--- config.mk ---
export PLATFORM = sky130hd
export DESIGN_NAME = indexed_sequence_list
export DESIGN_NICKNAME = d
export VERILOG_FILES = /design/src/rtl/isl_pkg.sv /design/src/rtl/indexed_sequence_list.sv /design/src/rtl/isl_ram.sv /design/src/rtl/isl_ctrl.sv
export SDC_FILE = /design/constraint.sdc
export NUM_CORES = 1
export LEC_CHECK = 0
export BUFFER_PORTS_ARGS = -buffer_cell sky130_fd_sc_hd__buf_2
export CAP_MARGIN = 25
export CORE_MARGIN = 4
export CORE_UTILIZATION = 66
export DETAILED_ROUTE_END_ITERATION = 8
export GPL_TIMING_DRIVEN = 0
export PLACE_DENSITY = 0.8
export SYNTH_ARGS = -nofsm -noshare
export SYNTH_HDL_FRONTEND = slang
export SYNTH_SLANG_ARGS = --single-unit
--- constraint.sdc ---
create_clock -name i_clk -period 6.61 [get_ports i_clk]
set_input_delay 0.661 -clock i_clk [delete_from_list [all_inputs] [get_ports i_clk]]
set_output_delay 0.661 -clock i_clk [all_outputs]
set_load 0.01 [all_outputs]
--- src/rtl/isl_pkg.sv ---
`timescale 1ns / 1ps
// ----------------------------------------------------------------------------
// isl_pkg
// Shared constants, action and status codes, and interface structs of the
// indexed sequence list.
// ----------------------------------------------------------------------------
package isl_pkg;

    localparam int CAPACITY = 16;
    localparam int ADDR_W   = $clog2(CAPACITY);
    localparam int CNT_W    = 5;
    localparam int WORD_W   = 32;
    localparam int ACT_W    = 3;
    localparam int ST_W     = 2;

    localparam logic [ACT_W-1:0] ACT_PUSH_BACK  = 3'd0;
    localparam logic [ACT_W-1:0] ACT_PUSH_FRONT = 3'd1;
    localparam logic [ACT_W-1:0] ACT_POP_FRONT  = 3'd2;
    localparam logic [ACT_W-1:0] ACT_POP_BACK   = 3'd3;
    localparam logic [ACT_W-1:0] ACT_INSERT     = 3'd4;
    localparam logic [ACT_W-1:0] ACT_ERASE      = 3'd5;
    localparam logic [ACT_W-1:0] ACT_DUMP       = 3'd6;

    localparam logic [ST_W-1:0] ST_OK    = 2'd0;
    localparam logic [ST_W-1:0] ST_FULL  = 2'd1;
    localparam logic [ST_W-1:0] ST_EMPTY = 2'd2;
    localparam logic [ST_W-1:0] ST_INDEX = 2'd3;

    typedef struct packed {
        logic [ST_W-1:0]   status;
        logic [CNT_W-1:0]  count;
        logic [WORD_W-1:0] word;
        logic              word_valid;
        logic              last;
    } t_result;

    typedef struct packed {
        logic              we;
        logic [ADDR_W-1:0] waddr;
        logic [WORD_W-1:0] wdata;
        logic              re;
        logic [ADDR_W-1:0] raddr;
    } t_ram_req;

endpackage

--- src/rtl/indexed_sequence_list.sv ---
`timescale 1ns / 1ps
// ----------------------------------------------------------------------------
// indexed_sequence_list
// Ordered list of up to 16 signed 32-bit words held in a synchronous RAM.
// ----------------------------------------------------------------------------
// One transaction in carries one action: push back, push front, pop front,
// pop back, insert at an index, erase at an index, or dump. Every action
// returns one transaction out with a status and the new count, except a dump
// of a non-empty list, which returns one transaction per stored word in
// order with last set on the final one. Full, empty and bad-index requests
// are refused with a status and leave the list untouched; action code seven
// is a no-op. The block works on one action at a time and takes the next
// once the current one has handed off its last result to the output
// register. Cost is set by the single RAM port pair, which moves one
// entry per cycle: each moved word is read and then written one slot over,
// so insert and erase take longer the further the index lies below the
// count, while a refused or no-op action moves nothing; dump reads and
// hands out one stored word at a time. Output stalls add to the time.
// Entries are not cleared at reset; only entries below the count are ever
// read.
// ----------------------------------------------------------------------------
module indexed_sequence_list (
    input  logic                               i_clk,
    input  logic                               i_rst_n,
    input  logic                               i_in_valid,
    output logic                               o_in_ready,
    input  logic        [isl_pkg::ACT_W-1:0]   i_action,
    input  logic        [isl_pkg::CNT_W-1:0]   i_position,
    input  logic signed [isl_pkg::WORD_W-1:0]  i_word_in,
    output logic                               o_out_valid,
    input  logic                               i_out_ready,
    output logic        [isl_pkg::ST_W-1:0]    o_status,
    output logic        [isl_pkg::CNT_W-1:0]   o_count_out,
    output logic signed [isl_pkg::WORD_W-1:0]  o_word_out,
    output logic                               o_word_valid,
    output logic                               o_last
);

    isl_pkg::t_ram_req              w_ram;
    logic [isl_pkg::WORD_W-1:0]     w_rdata;
    logic                           w_res_push;
    isl_pkg::t_result               w_res;
    logic                           w_res_free;

    // output register state
    logic                           r_out_valid;
    isl_pkg::t_result               r_out;

    // entry store
    isl_ram #(
        .DEPTH (isl_pkg::CAPACITY),
        .WIDTH (isl_pkg::WORD_W)
    ) u_ram (
        .i_clk   (i_clk),
        .i_we    (w_ram.we),
        .i_waddr (w_ram.waddr),
        .i_wdata (w_ram.wdata),
        .i_re    (w_ram.re),
        .i_raddr (w_ram.raddr),
        .o_rdata (w_rdata)
    );

    // action sequencer
    isl_ctrl u_ctrl (
        .i_clk      (i_clk),
        .i_rst_n    (i_rst_n),
        .i_in_valid (i_in_valid),
        .o_in_ready (o_in_ready),
        .i_action   (i_action),
        .i_position (i_position),
        .i_word_in  (i_word_in),
        .o_ram      (w_ram),
        .i_rdata    (w_rdata),
        .i_res_free (w_res_free),
        .o_res_push (w_res_push),
        .o_res      (w_res)
    );

    // the output register can take a new result when empty or draining
    assign w_res_free = !r_out_valid || i_out_ready;

    always_ff @(posedge i_clk) begin
        if (!i_rst_n) begin
            r_out_valid <= 1'b0;
        end else if (w_res_push) begin
            r_out_valid <= 1'b1;
        end else if (i_out_ready) begin
            r_out_valid <= 1'b0;
        end
    end

    // hold the payload while a transaction waits for the consumer
    always_ff @(posedge i_clk) begin
        if (w_res_push) begin
            r_out <= w_res;
        end
    end

    assign o_out_valid  = r_out_valid;
    assign o_status     = r_out.status;
    assign o_count_out  = r_out.count;
    assign o_word_out   = r_out.word;
    assign o_word_valid = r_out.word_valid;
    assign o_last       = r_out.last;

endmodule

--- src/rtl/isl_ram.sv ---
`timescale 1ns / 1ps
// ----------------------------------------------------------------------------
// isl_ram
// Simple dual-port synchronous RAM: one write port, one read port with
// registered read data that holds while no read is issued.
// ----------------------------------------------------------------------------
module isl_ram #(
    parameter int DEPTH = 16,
    parameter int WIDTH = 32
) (
    input  logic                     i_clk,
    input  logic                     i_we,
    input  logic [$clog2(DEPTH)-1:0] i_waddr,
    input  logic [WIDTH-1:0]         i_wdata,
    input  logic                     i_re,
    input  logic [$clog2(DEPTH)-1:0] i_raddr,
    output logic [WIDTH-1:0]         o_rdata
);

    logic [WIDTH-1:0] r_mem [DEPTH];
    logic [WIDTH-1:0] r_rdata;

    always_ff @(posedge i_clk) begin
        if (i_we) begin
            r_mem[i_waddr] <= i_wdata;
        end
    end

    always_ff @(posedge i_clk) begin
        if (i_re) begin
            r_rdata <= r_mem[i_raddr];
        end
    end

    assign o_rdata = r_rdata;

endmodule

--- src/rtl/isl_ctrl.sv ---
`timescale 1ns / 1ps
// ----------------------------------------------------------------------------
// isl_ctrl
// Sequencer: decodes an action, moves entries through the RAM one per cycle
// for insert and erase, walks the RAM for dump, and hands results out.
// ----------------------------------------------------------------------------
module isl_ctrl (
    input  logic                         i_clk,
    input  logic                         i_rst_n,
    input  logic                         i_in_valid,
    output logic                         o_in_ready,
    input  logic [isl_pkg::ACT_W-1:0]    i_action,
    input  logic [isl_pkg::CNT_W-1:0]    i_position,
    input  logic [isl_pkg::WORD_W-1:0]   i_word_in,
    output isl_pkg::t_ram_req            o_ram,
    input  logic [isl_pkg::WORD_W-1:0]   i_rdata,
    input  logic                         i_res_free,
    output logic                         o_res_push,
    output isl_pkg::t_result             o_res
);

    localparam logic [2:0] S_IDLE     = 3'd0;
    localparam logic [2:0] S_INS      = 3'd1;
    localparam logic [2:0] S_ERA      = 3'd2;
    localparam logic [2:0] S_DUMP_RD  = 3'd3;
    localparam logic [2:0] S_DUMP_OUT = 3'd4;
    localparam logic [2:0] S_RES      = 3'd5;

    logic [2:0]                   r_state, n_state;
    logic [isl_pkg::CNT_W-1:0]    r_count, n_count;
    logic [isl_pkg::ADDR_W-1:0]   r_cur, n_cur;
    logic [isl_pkg::ADDR_W-1:0]   r_pos, n_pos;
    logic [isl_pkg::WORD_W-1:0]   r_word, n_word;
    logic                         r_wp, n_wp;
    logic [isl_pkg::ADDR_W-1:0]   r_wa, n_wa;
    logic [isl_pkg::ST_W-1:0]     r_status, n_status;

    logic                         w_full;
    logic                         w_empty;
    logic [isl_pkg::CNT_W-1:0]    w_cur_ext;
    logic                         w_ins_more;
    logic                         w_era_more;
    logic                         w_dump_last;

    assign w_full      = (r_count >= isl_pkg::CNT_W'(isl_pkg::CAPACITY));
    assign w_empty     = (r_count == '0);
    assign w_cur_ext   = isl_pkg::CNT_W'(r_cur);
    assign w_ins_more  = (r_cur != r_pos);
    assign w_era_more  = ((w_cur_ext + isl_pkg::CNT_W'(1)) < r_count);
    assign w_dump_last = ((w_cur_ext + isl_pkg::CNT_W'(1)) == r_count);
    assign o_in_ready  = (r_state == S_IDLE);

    always_comb begin
        n_state    = r_state;
        n_count    = r_count;
        n_cur      = r_cur;
        n_pos      = r_pos;
        n_word     = r_word;
        n_wp       = 1'b0;
        n_wa       = r_wa;
        n_status   = r_status;
        o_ram      = '0;
        o_res_push = 1'b0;
        o_res      = '0;

        // drain a pending move: the word read last cycle lands one slot over
        if (r_wp) begin
            o_ram.we    = 1'b1;
            o_ram.waddr = r_wa;
            o_ram.wdata = i_rdata;
        end

        unique case (r_state)
            S_IDLE: begin
                if (i_in_valid) begin
                    n_word   = i_word_in;
                    n_status = isl_pkg::ST_OK;
                    n_state  = S_RES;
                    case (i_action) inside
                        isl_pkg::ACT_PUSH_BACK, isl_pkg::ACT_PUSH_FRONT,
                        isl_pkg::ACT_INSERT: begin
                            n_cur = r_count[isl_pkg::ADDR_W-1:0];
                            if (i_action == isl_pkg::ACT_PUSH_BACK) begin
                                n_pos = r_count[isl_pkg::ADDR_W-1:0];
                            end else if (i_action == isl_pkg::ACT_PUSH_FRONT) begin
                                n_pos = '0;
                            end else begin
                                n_pos = i_position[isl_pkg::ADDR_W-1:0];
                            end
                            if (w_full) begin
                                n_status = isl_pkg::ST_FULL;
                            end else if (i_action == isl_pkg::ACT_INSERT &&
                                         i_position > r_count) begin
                                n_status = isl_pkg::ST_INDEX;
                            end else begin
                                n_state = S_INS;
                            end
                        end
                        isl_pkg::ACT_POP_FRONT, isl_pkg::ACT_POP_BACK,
                        isl_pkg::ACT_ERASE: begin
                            if (i_action == isl_pkg::ACT_POP_FRONT) begin
                                n_cur = '0;
                            end else if (i_action == isl_pkg::ACT_POP_BACK) begin
                                n_cur = isl_pkg::ADDR_W'(r_count - isl_pkg::CNT_W'(1));
                            end else begin
                                n_cur = i_position[isl_pkg::ADDR_W-1:0];
                            end
                            if (w_empty) begin
                                n_status = isl_pkg::ST_EMPTY;
                            end else if (i_action == isl_pkg::ACT_ERASE &&
                                         i_position >= r_count) begin
                                n_status = isl_pkg::ST_INDEX;
                            end else begin
                                n_state = S_ERA;
                            end
                        end
                        isl_pkg::ACT_DUMP: begin
                            n_cur = '0;
                            if (w_empty) begin
                                n_status = isl_pkg::ST_EMPTY;
                            end else begin
                                n_state = S_DUMP_RD;
                            end
                        end
                        default: begin
                            n_status = isl_pkg::ST_OK;
                        end
                    endcase
                end
            end

            // open a gap: walk down from the tail, each word moves up one slot
            S_INS: begin
                if (w_ins_more) begin
                    o_ram.re    = 1'b1;
                    o_ram.raddr = r_cur - isl_pkg::ADDR_W'(1);
                    n_wp        = 1'b1;
                    n_wa        = r_cur;
                    n_cur       = r_cur - isl_pkg::ADDR_W'(1);
                end else if (!r_wp) begin
                    o_ram.we    = 1'b1;
                    o_ram.waddr = r_pos;
                    o_ram.wdata = r_word;
                    n_count     = r_count + isl_pkg::CNT_W'(1);
                    n_state     = S_RES;
                end
            end

            // close a gap: walk up from the target, each word moves down one slot
            S_ERA: begin
                if (w_era_more) begin
                    o_ram.re    = 1'b1;
                    o_ram.raddr = r_cur + isl_pkg::ADDR_W'(1);
                    n_wp        = 1'b1;
                    n_wa        = r_cur;
                    n_cur       = r_cur + isl_pkg::ADDR_W'(1);
                end else if (!r_wp) begin
                    n_count = r_count - isl_pkg::CNT_W'(1);
                    n_state = S_RES;
                end
            end

            S_DUMP_RD: begin
                o_ram.re    = 1'b1;
                o_ram.raddr = r_cur;
                n_state     = S_DUMP_OUT;
            end

            // read data holds until the output stage takes it
            S_DUMP_OUT: begin
                if (i_res_free) begin
                    o_res_push       = 1'b1;
                    o_res.status     = isl_pkg::ST_OK;
                    o_res.count      = r_count;
                    o_res.word       = i_rdata;
                    o_res.word_valid = 1'b1;
                    o_res.last       = w_dump_last;
                    if (w_dump_last) begin
                        n_state = S_IDLE;
                    end else begin
                        n_cur   = r_cur + isl_pkg::ADDR_W'(1);
                        n_state = S_DUMP_RD;
                    end
                end
            end

            S_RES: begin
                if (i_res_free) begin
                    o_res_push   = 1'b1;
                    o_res.status = r_status;
                    o_res.count  = r_count;
                    o_res.last   = 1'b1;
                    n_state      = S_IDLE;
                end
            end

            default: begin
                n_state = S_IDLE;
            end
        endcase
    end

    always_ff @(posedge i_clk) begin
        if (!i_rst_n) begin
            r_state <= S_IDLE;
            r_count <= '0;
            r_wp    <= 1'b0;
        end else begin
            r_state <= n_state;
            r_count <= n_count;
            r_wp    <= n_wp;
        end
    end

    always_ff @(posedge i_clk) begin
        r_cur    <= n_cur;
        r_pos    <= n_pos;
        r_word   <= n_word;
        r_wa     <= n_wa;
        r_status <= n_status;
    end

endmodule

; ---- After elaboration in Yosys (flattened, before gate mapping)
; Memories as Yosys holds them, arrays and structs flattened. A register that Yosys moved wholly into a read port is not among the register bits.
; Index checks and enable logic that the tools add are counted.
; Widths: inputs -> output; s select.
[word_totals]
ramBits = 512
wordCells = 133
mem_count = 1
inputBits = 44
regBits = 97
output_inout_bits = 43
[memory_table]
columns = memory, words, width, rd, rd_ports_with_merged_regs, wr, line_no
row1 = u_ram.r_mem, 16, 32, 1, 1, 1, isl_ram.sv:20  ; logic [WIDTH-1:0] r_mem [DEPTH];
[op_classes]
n_addsub = 5
n_eq_ne = 24
n_mux = 65
magnitude_cmp = 4
n_reduce_logical = 20
[op_table]
columns = operator, n
row1 = $mux 37, 4
row2 = $mux 4, 14
row3 = $mux 3, 14
row4 = $mux 39, 1
row5 = $mux 5, 6
row6 = $mux 2, 9
row7 = $pmux 3 s6, 1
row8 = $pmux 4 s4, 1
row9 = $eq 3x3->1 const B, 5
row10 = $pmux 5 s3, 1
row11 = $pmux 7 s2, 1
row12 = $eq 3x2->1 const B, 4
row13 = $ne 2x2->1 const B, 6
row14 = $pmux 5 s2, 1
row15 = $reduce_and 5->1, 2
row16 = $mux 1, 8
row17 = $ne 2x1->1 const B, 4
row18 = $pmux 4 s2, 1
row19 = $mux 7, 1
row20 = $reduce_and 7->1, 1
row21 = $eq 3x1->1 const B, 2
row22 = $logic_not 3->1, 2
row23 = $reduce_and 3->1, 2
row24 = $reduce_or 3->1, 2
row25 = 21 further kinds, 25

; ---- Longest topological paths before layout
; Gate-level depths: netlist (run 1).
[logic_depth]
depth_word = 8
mapped_depth = 16
depth_no_buf = 12

; ---- Cells and area by module
; Synthesis (run 1) repeated with hierarchy kept, for this count alone.
[hier_totals]
hier_cells = 1324
hier_area_um2 = 25251.7
[modules_own_cells]
columns = mod, cells_each, n_inst, area_per_inst_um2, seq_area_each_um2
row1 = isl_ram, 838, 1, 20155.6, 16335.7
row2 = isl_ctrl, 441, 1, 3816.2, 1561.5
row3 = indexed_sequence_list, 45, 1, 1280.0, 1251.2

; ---- Worst setup path after synthesis (run 1)
; OpenSTA, ideal clock, no wires.
[synth_path]
path_type = register to register
start = register u_ctrl.r_state[1]
end = register u_ctrl.r_pos[0] (netlist bit), enable pin
stages_incl_launch_ff = 6
n_path_buf = 1
required_time_ps = 6295
period_less_slack_ps = 3954
arrival_time_ps = 3639
path_slack_ps = 2656
setup_ps = 315
cell_sequence = dfxtp_1 -> clkbuf_1 -> nor2_1 -> inv_1 -> nor3_1 -> and3b_1
[synth_via]
elab_chain_cells = 2
[synth_lines]
columns = element, line_no
row1 = start: declaration, isl_ctrl.sv:29  ; logic [2:0] r_state, n_state;
row2 = start signal: assignment, isl_ctrl.sv:209  ; r_state <= n_state;
row3 = $logic_not 3->1, isl_ctrl.sv:73  ; unique case (r_state)
row4 = $reduce_and 3->1 (no source line), --
row5 = end signal: assignment, isl_ctrl.sv:217  ; r_pos <= n_pos;
row6 = end: declaration, isl_ctrl.sv:32  ; logic [isl_pkg::ADDR_W-1:0] r_pos, n_pos;
; Every way passes these cells.
; A chain may end at the register's enable or synchronous reset.

; ---- Worst setup path in the final report (run 1)
[layout_path]
start = register u_ctrl.r_cur[0] (netlist bit)
end = register u_ram.r_rdata[21] (netlist: u_ram.o_rdata[21]) (read register of u_ram.r_mem), data pin
[layout_via]
elab_chain_cells = 4
elab_cells_between_ends = 8
cone_classes = 3 x add/sub / 1 x order compare / 1 x eq/ne / 3 x mux
[layout_lines]
columns = element, line_no
row1 = start: declaration, isl_ctrl.sv:31  ; logic [isl_pkg::ADDR_W-1:0] r_cur, n_cur;
row2 = start signal: assignment, isl_ctrl.sv:216  ; r_cur <= n_cur;
row3 = $add 4x1->5, isl_ctrl.sv:49  ; assign w_era_more = ((w_cur_ext + isl_pkg::CNT_W'(1)) < r_count);
row4 = $lt 5x5->1, isl_ctrl.sv:49
row5 = $mux 5, isl_ctrl.sv:151  ; if (w_era_more) begin
row6 = $pmux 5 s3 (*), isl_ctrl.sv:73
row7 = end: declaration, isl_ram.sv:21  ; logic [WIDTH-1:0] r_rdata;
; Every way passes the cells marked *; elsewhere a longest branch is shown, timed or not.

==> results of run 1 <==
## path summary, 6_finish.rpt
path | startpoint | endpoint | slack [ns]
hold / removal | i_word_in[27] | u_ctrl.r_word[27] | 0.20
setup reg to reg | u_ctrl.r_cur[0] | u_ram.o_rdata[21] | 1.88
hold reg to reg | u_ctrl.r_cur[2] | u_ctrl.r_wa[2] | 0.46
setup / recovery | u_ctrl.r_cur[0] | u_ram.o_rdata[21] | 1.88
## layout make-up
type / count / area (µm²) / area share (%)
flip-flops and latches: 641 / 19100 / 64.6
well taps: 518 / 648 / 2.18
repair buffers: 140 / 1060 / 3.56
clock inverters: 28 / 260 / 0.877
multi-input cells: 896 / 6350 / 21.4
plain buffers: 97 / 477 / 1.61
diodes: 1 / 2.50 / 0.00844
inverters: 17 / 63.8 / 0.215
clock buffers: 84 / 1650 / 5.57
## sequential cells by signal (all words and copies together) (netlist names)
name	cells
u_ctrl.r_wa	4
u_ctrl.r_cur	4
u_ram.o_rdata	32
u_ctrl.r_word	32
u_ctrl.r_count	5
o_count_out	5
u_ctrl.r_state	3
o_word_out	32
o_word_valid	1
u_ram.r_mem	512
u_ctrl.r_wp	1
u_ctrl.r_status	2
u_ctrl.r_pos	4
o_status	2
o_out_valid	1
o_last	1
## cells in the final DEF (no fill, tap or decap), drive strengths merged, types with 3 or more instances in the layout
cell	synthesis	layout
o41ai	5	5
o21ai	54	54
o22ai	35	35
dfxtp	10	10
nor3b	3	3
clkbuf	56	140
nor2b	9	9
nand4	4	4
a221oi	3	3
a31oi	5	5
a21oi	20	20
a211oi	3	3
and3	13	13
a32o	97	97
nor3	13	13
xnor2	5	5
nand3	8	8
nor4	35	35
and2	34	34
edfxtp	631	631
nor2	48	48
o31ai	4	4
a22oi	3	3
o21a	3	3
nand2b	3	3
mux2	65	65
bufinv	0	3
xor2	7	7
clkinv	1	23
buf	41	181
and3b	3	3
nand2	276	276
mux2i	101	101
inv	16	17
ha	15	15
## cell usage after synthesis, types with 3 or more instances
master,count,share of area (%)
a32o_1,97,3.7
nor4_2,30,1.4
a31oi_1,5,0.12
and3_1,13,0.31
nor4_1,5,0.12
nor3_1,13,0.25
o41ai_1,4,0.14
mux2_2,65,2.8
edfxtp_1,631,73
xor2_1,7,0.24
buf_2,21,0.41
buf_6,7,0.30
inv_1,15,0.22
and2_1,34,0.82
o31ai_1,4,0.12
and3b_1,3,0.10
buf_4,9,0.26
clkbuf_1,56,0.81
nand2_1,276,4.0
o21a_1,3,0.087
nand4_1,4,0.097
buf_1,4,0.058
xnor2_1,5,0.17
nor2_1,47,0.68
dfxtp_1,10,0.77
a21oi_1,20,0.39
o21ai_0,53,1.0
nand3_1,8,0.15
o22ai_1,35,0.84
mux2i_1,101,3.9
a22oi_1,3,0.087
nor2b_1,8,0.19
ha_1,15,0.72
nand2b_1,3,0.072
a211oi_1,3,0.087
## through the flow
| step | total power [µW] | hold WS, ns |
|---|---|---|
| after global routing | 13900 | 0.180 |
| final | 13400 | 0.196 |
| after CTS | 13400 | 0.174 |
| after global placement | 9770 | 0.432 |
| after floorplan | 8390 | 0.421 |
| after detailed placement | 10000 | 0.448 |
## worst max-delay path, stage by stage, from the launching register on
cell and delay, ns:
edfxtp_1 0.46, buf_2 0.31, nand3_1 0.14, xnor2_1 0.50, ha_1 0.36, o211a_1 0.15, o31a_1 0.15, o311ai_1 0.37
o22ai_1 0.21, nor3_1 0.82, clkbuf_1 0.65, a32o_1 0.29, nor4_2 0.06
## power breakdown
part           total [µW]  switching [µW]  internal [µW]
clock                3340            1480           1870
sequential           5380             153           5230
combinational        4710            3100           1610
total               13400            4730           8700
## routing by layer
layer	up-vias	wire (µm)	GRT usage, %
met5	-	0	0
met4	0	3120	13.8
met3	225	7470	6.28
met2	1149	31300	49.6
met1	8074	25100	44.0
li1	6827	-	-
## kinds of logic after synthesis
group           Yosys count
xor+xnor                 12
mux                     166
fa+ha+maj                15
simple gates            453
buf+inv                 114
flops                   641
compound gates          250
==> impl_metrics.py, run 1 <==
metrics = {
    "run_status": {
        "status": "finished clean",
    },
    "clock_network": {
        "cts_tree": "done",
        "ctsRootBufferMaster": "clkbuf_16",
        "clock_path_buffers": 3,
        "post_cts_buffers": 0,
        "hold_buffers": 0,
        "numCtsBuffers": 61,
        "clk_pin_slew_ns": 0.07,
        "clock_latency_ns": 0.64,
        "cts_sinks": 641,
        "cts_repair_resize_count": 0,
        "htreeDepth": 2,
    },
    "critical_path": {
        "startpoint_type": "register",
        "arrival_ns": 5.11,
        "endpoint_kind": "register",
        "worstPathRequired_ns": 6.99,
        "critPathKind": "register to register",
        "r2r_cells": 12,
        "worstPathMaxFanout": 10,
    },
    "global_routing": {
        "grt_pass1_vias": 16100,
        "grt.total_usage_pct": 31.6,
        "antenna_found_initial": 0,
        "grt_start_max_net_pins": 26,
        "overflow": 0,
        "grt_pass1_wl_um": 98600,
    },
    "logic_synthesis": {
        "synth_warnings": 0,
        "synth_cell_type_count": 64,
        "synth_nets": 1710,
        "synthSimpleGateAreaFrac_pct": 8.62,
        "synth_compound_gate_area_share_pct": 7.55,
        "synth_xor_area_share_pct": 0.406,
        "yosys.area_share.adder_pct": 0.724,
        "ys.flop_type": "edfxtp_1",
        "synth_edf_count": 631,
        "synthArstFlopShare_pct": 0,
        "synth_top_family_by_area": "simple AND/OR/NAND/NOR gates",
        "yosys-mux-area-fraction_pct": 6.73,
        "ys_ff_latch": 641,
        "seq_area_frac_synth_pct": 73.9,
        "avgSynthCellArea_um2": 15.7,
        "syn_inst": 1651,
        "synth.cell_area_um2": 25900,
    },
    "drt": {
        "drt-total-wl_um": 66900,
        "drt_iter0_markers": 2151,
        "drc_errors": 0,
        "viasPerCell": 6.72,
        "dr.pass1.iters": 6,
        "routedWlPerCell_um": 27.6,
        "via_count": 16300,
        "antenna_left": 0,
    },
    "cells_and_area": {
        "final_cell_count_no_fill": 2422,
        "post-route-util_pct": 76.6,
        "final_nets": 1913,
        "fillCellCount": 2186,
        "drive_gt1_share_pct": 20.0,
        "area_growth_pct": 14.5,
        "fin_area_um2": 29700,
    },
    "flow_run": {
        "cap_viol_max_count": 0,
    },
    "placed_design": {
        "numPortBuffers": 85,
        "gp_congestion": 0.911,
        "placed_area_um2": 27700,
        "placedCellCount": 2306,
        "dp_slack_ns": 2.02,
        "hpwl_um": 42600,
    },
    "hold_path": {
        "hp-class": "input pin to register",
        "min_delay_path_depth": 1,
    },
    "power": {
        "ir_drop_v": 0.000273,
        "p_per_area_nw_per_um2": 453,
        "cellLeakagePower_uw": 0.0104,
    },
    "timing": {
        "fin_crit_sh_pct": 71.6,
        "setup_ws_ns": 1.88,
        "slew_headroom_pct": 25.3,
        "setup_tns_ns": 0,
        "maxSlewViolCount": 0,
        "finalSetupViolations": 0,
        "hold_viol_final": 0,
        "fmax_ghz": 0.211,
        "max_slew.worst_pin.slew_ns": 1.12,
        "rsz0062_at_grt": "false",
        "fin_crit_ns": 4.73,
        "fin_worst_skew_ns": 0.0213,
    },
    "die": {
        "io_pins": 87,
        "die_area_um2": 42500,
        "die_h_um": 206,
        "die_w_um": 206,
        "initial_core_util_pct": 66.9,
        "rows": 72,
        "core-area_um2": 38700,
    },
}
Note: power is estimated with default switching activity, not from simulation.
==> run 2, diff against run 1 <==
CORE_UTILIZATION = 56   (was 66)
PLACE_DENSITY = 0.72   (was 0.8)
clock period = 3.81 ns   (was 6.61 ns; I/O delays follow)
==> impl_metrics.py, run 2 (synthesized netlist as in run 1, its figures left out) <==
metrics = {
    "run_status": {
        "status": "finished with violations",
        "violations": "setup timing",
    },
    "critical_path": {
        "critPathLaunch": "u_ctrl.r_cur[1]",
        "r2r_start": "u_ctrl.r_cur[1]",
        "critPathMaxStageDelay_ns": 0.49,
        "worstPathMaxFanout": 10,
        "endpoint_kind": "register",
        "critPathTopFamily": "compound AO/OA/AOI/OAI gates",
        "path_cells": "buf_6, inv_1, ha_4, ha_1, nor2b_2, o31a_1, buf_4, o311ai_4, o22ai_4, and3_1, clkbuf_1, buf_4, a32o_1, nor4_2",
        "critPathKind": "register to register",
        "crit_top_cell": "buf_4",
        "r2r_cells": 14,
        "rrSetupSlack_ns": -0.07,
        "worst-path-stages": 14,
        "arrival_ns": 4.29,
        "critPathBufInv": 5,
        "reg2reg_to": "u_ram.o_rdata[28]",
        "cp_slowest_cell": "edfxtp_1",
        "startpoint_type": "register",
        "worstPathRequired_ns": 4.22,
    },
    "cells_and_area": {
        "multi_input_comb_area_um2": 6570,
        "drive_gt1_share_pct": 24.3,
        "layout_commonest_cell": "edfxtp_1",
        "final_cell_count_no_fill": 2556,
        "area_growth_pct": 20.1,
        "regArea_um2": 19100,
        "antennaDiodeCount": 0,
        "layout_common_cells": "edfxtp_1 (631), nand2_1 (275), buf_2 (112), mux2i_1 (101), a32o_1 (96)",
        "largest_register_ffs": 512,
        "final_nets": 1967,
        "top_register": "u_ram.r_mem",
        "fillCellCount": 2938,
    },
    "timing": {
        "fin_crit_sh_pct": 102,
        "fmax_ghz": 0.258,
        "fin_worst_skew_ns": 0.0203,
        "finalSetupViolations": 21,
        "maxSlewViolCount": 0,
        "fin_crit_ns": 3.88,
        "max_slew.worst_pin.slew_ns": 1.01,
        "hold_viol_final": 0,
        "rsz0062_at_grt": "true",
        "slew_headroom_pct": 32.6,
        "setup_ws_ns": -0.0683,
    },
    "die": {
        "die_h_um": 223,
        "core-area_um2": 45600,
        "initial_core_util_pct": 56.9,
        "io_pins": 87,
        "die_area_um2": 49800,
        "die_w_um": 223,
        "rows": 78,
    },
    "power": {
        "p_sw_share_pct": 34.4,
        "combPwrFrac_pct": 36.8,
        "p_switching_uw": 8540,
        "p_per_area_nw_per_um2": 797,
        "p_int_uw": 16300,
        "ir_drop_v": 0.000541,
        "cellLeakagePower_uw": 0.0110,
        "clkPwrFrac_pct": 25.5,
        "power_frac_seq_pct": 37.7,
    },
    "drt": {
        "dr.pass1.iters": 6,
        "via_count": 16100,
        "routedWlPerCell_um": 26.8,
        "drt_iter0_markers": 2314,
        "viasPerCell": 6.30,
        "antenna_left": 0,
        "drc_errors": 0,
        "drt-total-wl_um": 68500,
    },
    "clock_network": {
        "cts_tree": "done",
        "htreeDepth": 2,
        "clock_path_buffers": 3,
        "clk_pin_slew_ns": 0.06,
        "ctsRootBufferMaster": "clkbuf_16",
        "clock_latency_ns": 0.63,
        "numCtsBuffers": 60,
        "cts_sinks": 641,
    },
    "placed_design": {
        "gp_congestion": 0.881,
        "hpwl_um": 42600,
        "placedCellCount": 2388,
        "numPortBuffers": 85,
        "dp_slack_ns": -0.615,
    },
    "global_routing": {
        "grt_pass1_wl_um": 101000,
        "antenna_found_initial": 1,
        "grt_start_max_net_pins": 28,
        "grt.total_usage_pct": 26.9,
        "grt_pass1_vias": 16200,
        "overflow": 0,
    },
    "hold_path": {
        "hp-class": "input pin to register",
        "hp-start": "i_rst_n",
        "min_delay_path_depth": 3,
        "holdPathEnd": "u_ctrl.r_state[1]",
    },
    "flow_run": {
        "cap_viol_max_count": 0,
    },
}
==> run 2: cell type report <==
type	instances	area share (%)
sequential	641	61.5
multi-input combinational	896	21.1
timing repair buffer	196	5.59
clock buffer	66	4.96
buffer	96	2.45
tap	600	2.41
clock inverter	44	1.74
inverter	17	0.213
==> run 2: how the worst max path moves through the flow <==
stage	end	slack (ns)
4_1_cts	u_ram.r_mem[3][0]	0.005
2_1_floorplan	u_ram.r_mem[11][0]	0.17
3_5_place_dp	u_ram.o_rdata[25]	-0.61
3_3_place_gp	u_ram.r_mem[4][17]	-2.19
5_1_grt	u_ram.o_rdata[22]	-0.14
6_report	u_ram.o_rdata[28]	-0.07
==> run 2: timing repair <==
item | CTS | global route
pin swaps | 10 | 11
endpoints found under the hold margin | 32 | 0
setup endpoints to repair | 561 | 520
hold buffers | 32 | 0
buffers inserted | 15 | 11
gates resized for setup | 90 | 85
==> run 2: power by group through the flow <==
| stage | clock network [µW] | registers, µW | logic (µW) |
|---|---|---|---|
| floorplan | 0 | 9460 | 5090 |
| global placement | 0 | 9520 | 7570 |
| detailed placement | 0 | 9470 | 8020 |
| CTS | 6380 | 9320 | 8490 |
| global route | 6680 | 9380 | 9640 |
| finish | 6330 | 9340 | 9130 |
==> run 2: stage by stage <==
stage / area, µm² / setup TNS, ns / power, µW / utilization [%] / hold slack, ns
after floorplan: 25900 / 0 / 14600 / - / 0.421
after global placement: 27100 / -1181.17 / 17100 / 59.5 / 0.434
after detailed placement: 27900 / -65.36 / 17500 / 61.2 / 0.443
after CTS: 30800 / 0 / 24200 / 67.6 / 0.0224
after global routing: 31100 / -2.77 / 25700 / 68.3 / 0.0504
final: 31100 / -0.654 / 24800 / 68.3 / 0.0476
==> run 2: metal layers <==
metal	up-vias	wire (µm)	global-route usage [%]
li1	6928	-	-
met1	8027	26900	37.5
met2	973	32800	43.7
met3	174	6570	4.71
met4	2	2150	8.79
met5	-	12	0
==> run 2: worst register-to-register path: stages, from the launching register on <==
cell	delay [ns]
edfxtp_1	0.49
buf_6	0.19
inv_1	0.10
ha_4	0.24
ha_1	0.31
nor2b_2	0.18
o31a_1	0.32
buf_4	0.16
o311ai_4	0.34
o22ai_4	0.15
and3_1	0.17
clkbuf_1	0.16
buf_4	0.26
a32o_1	0.26
nor4_2	0.32
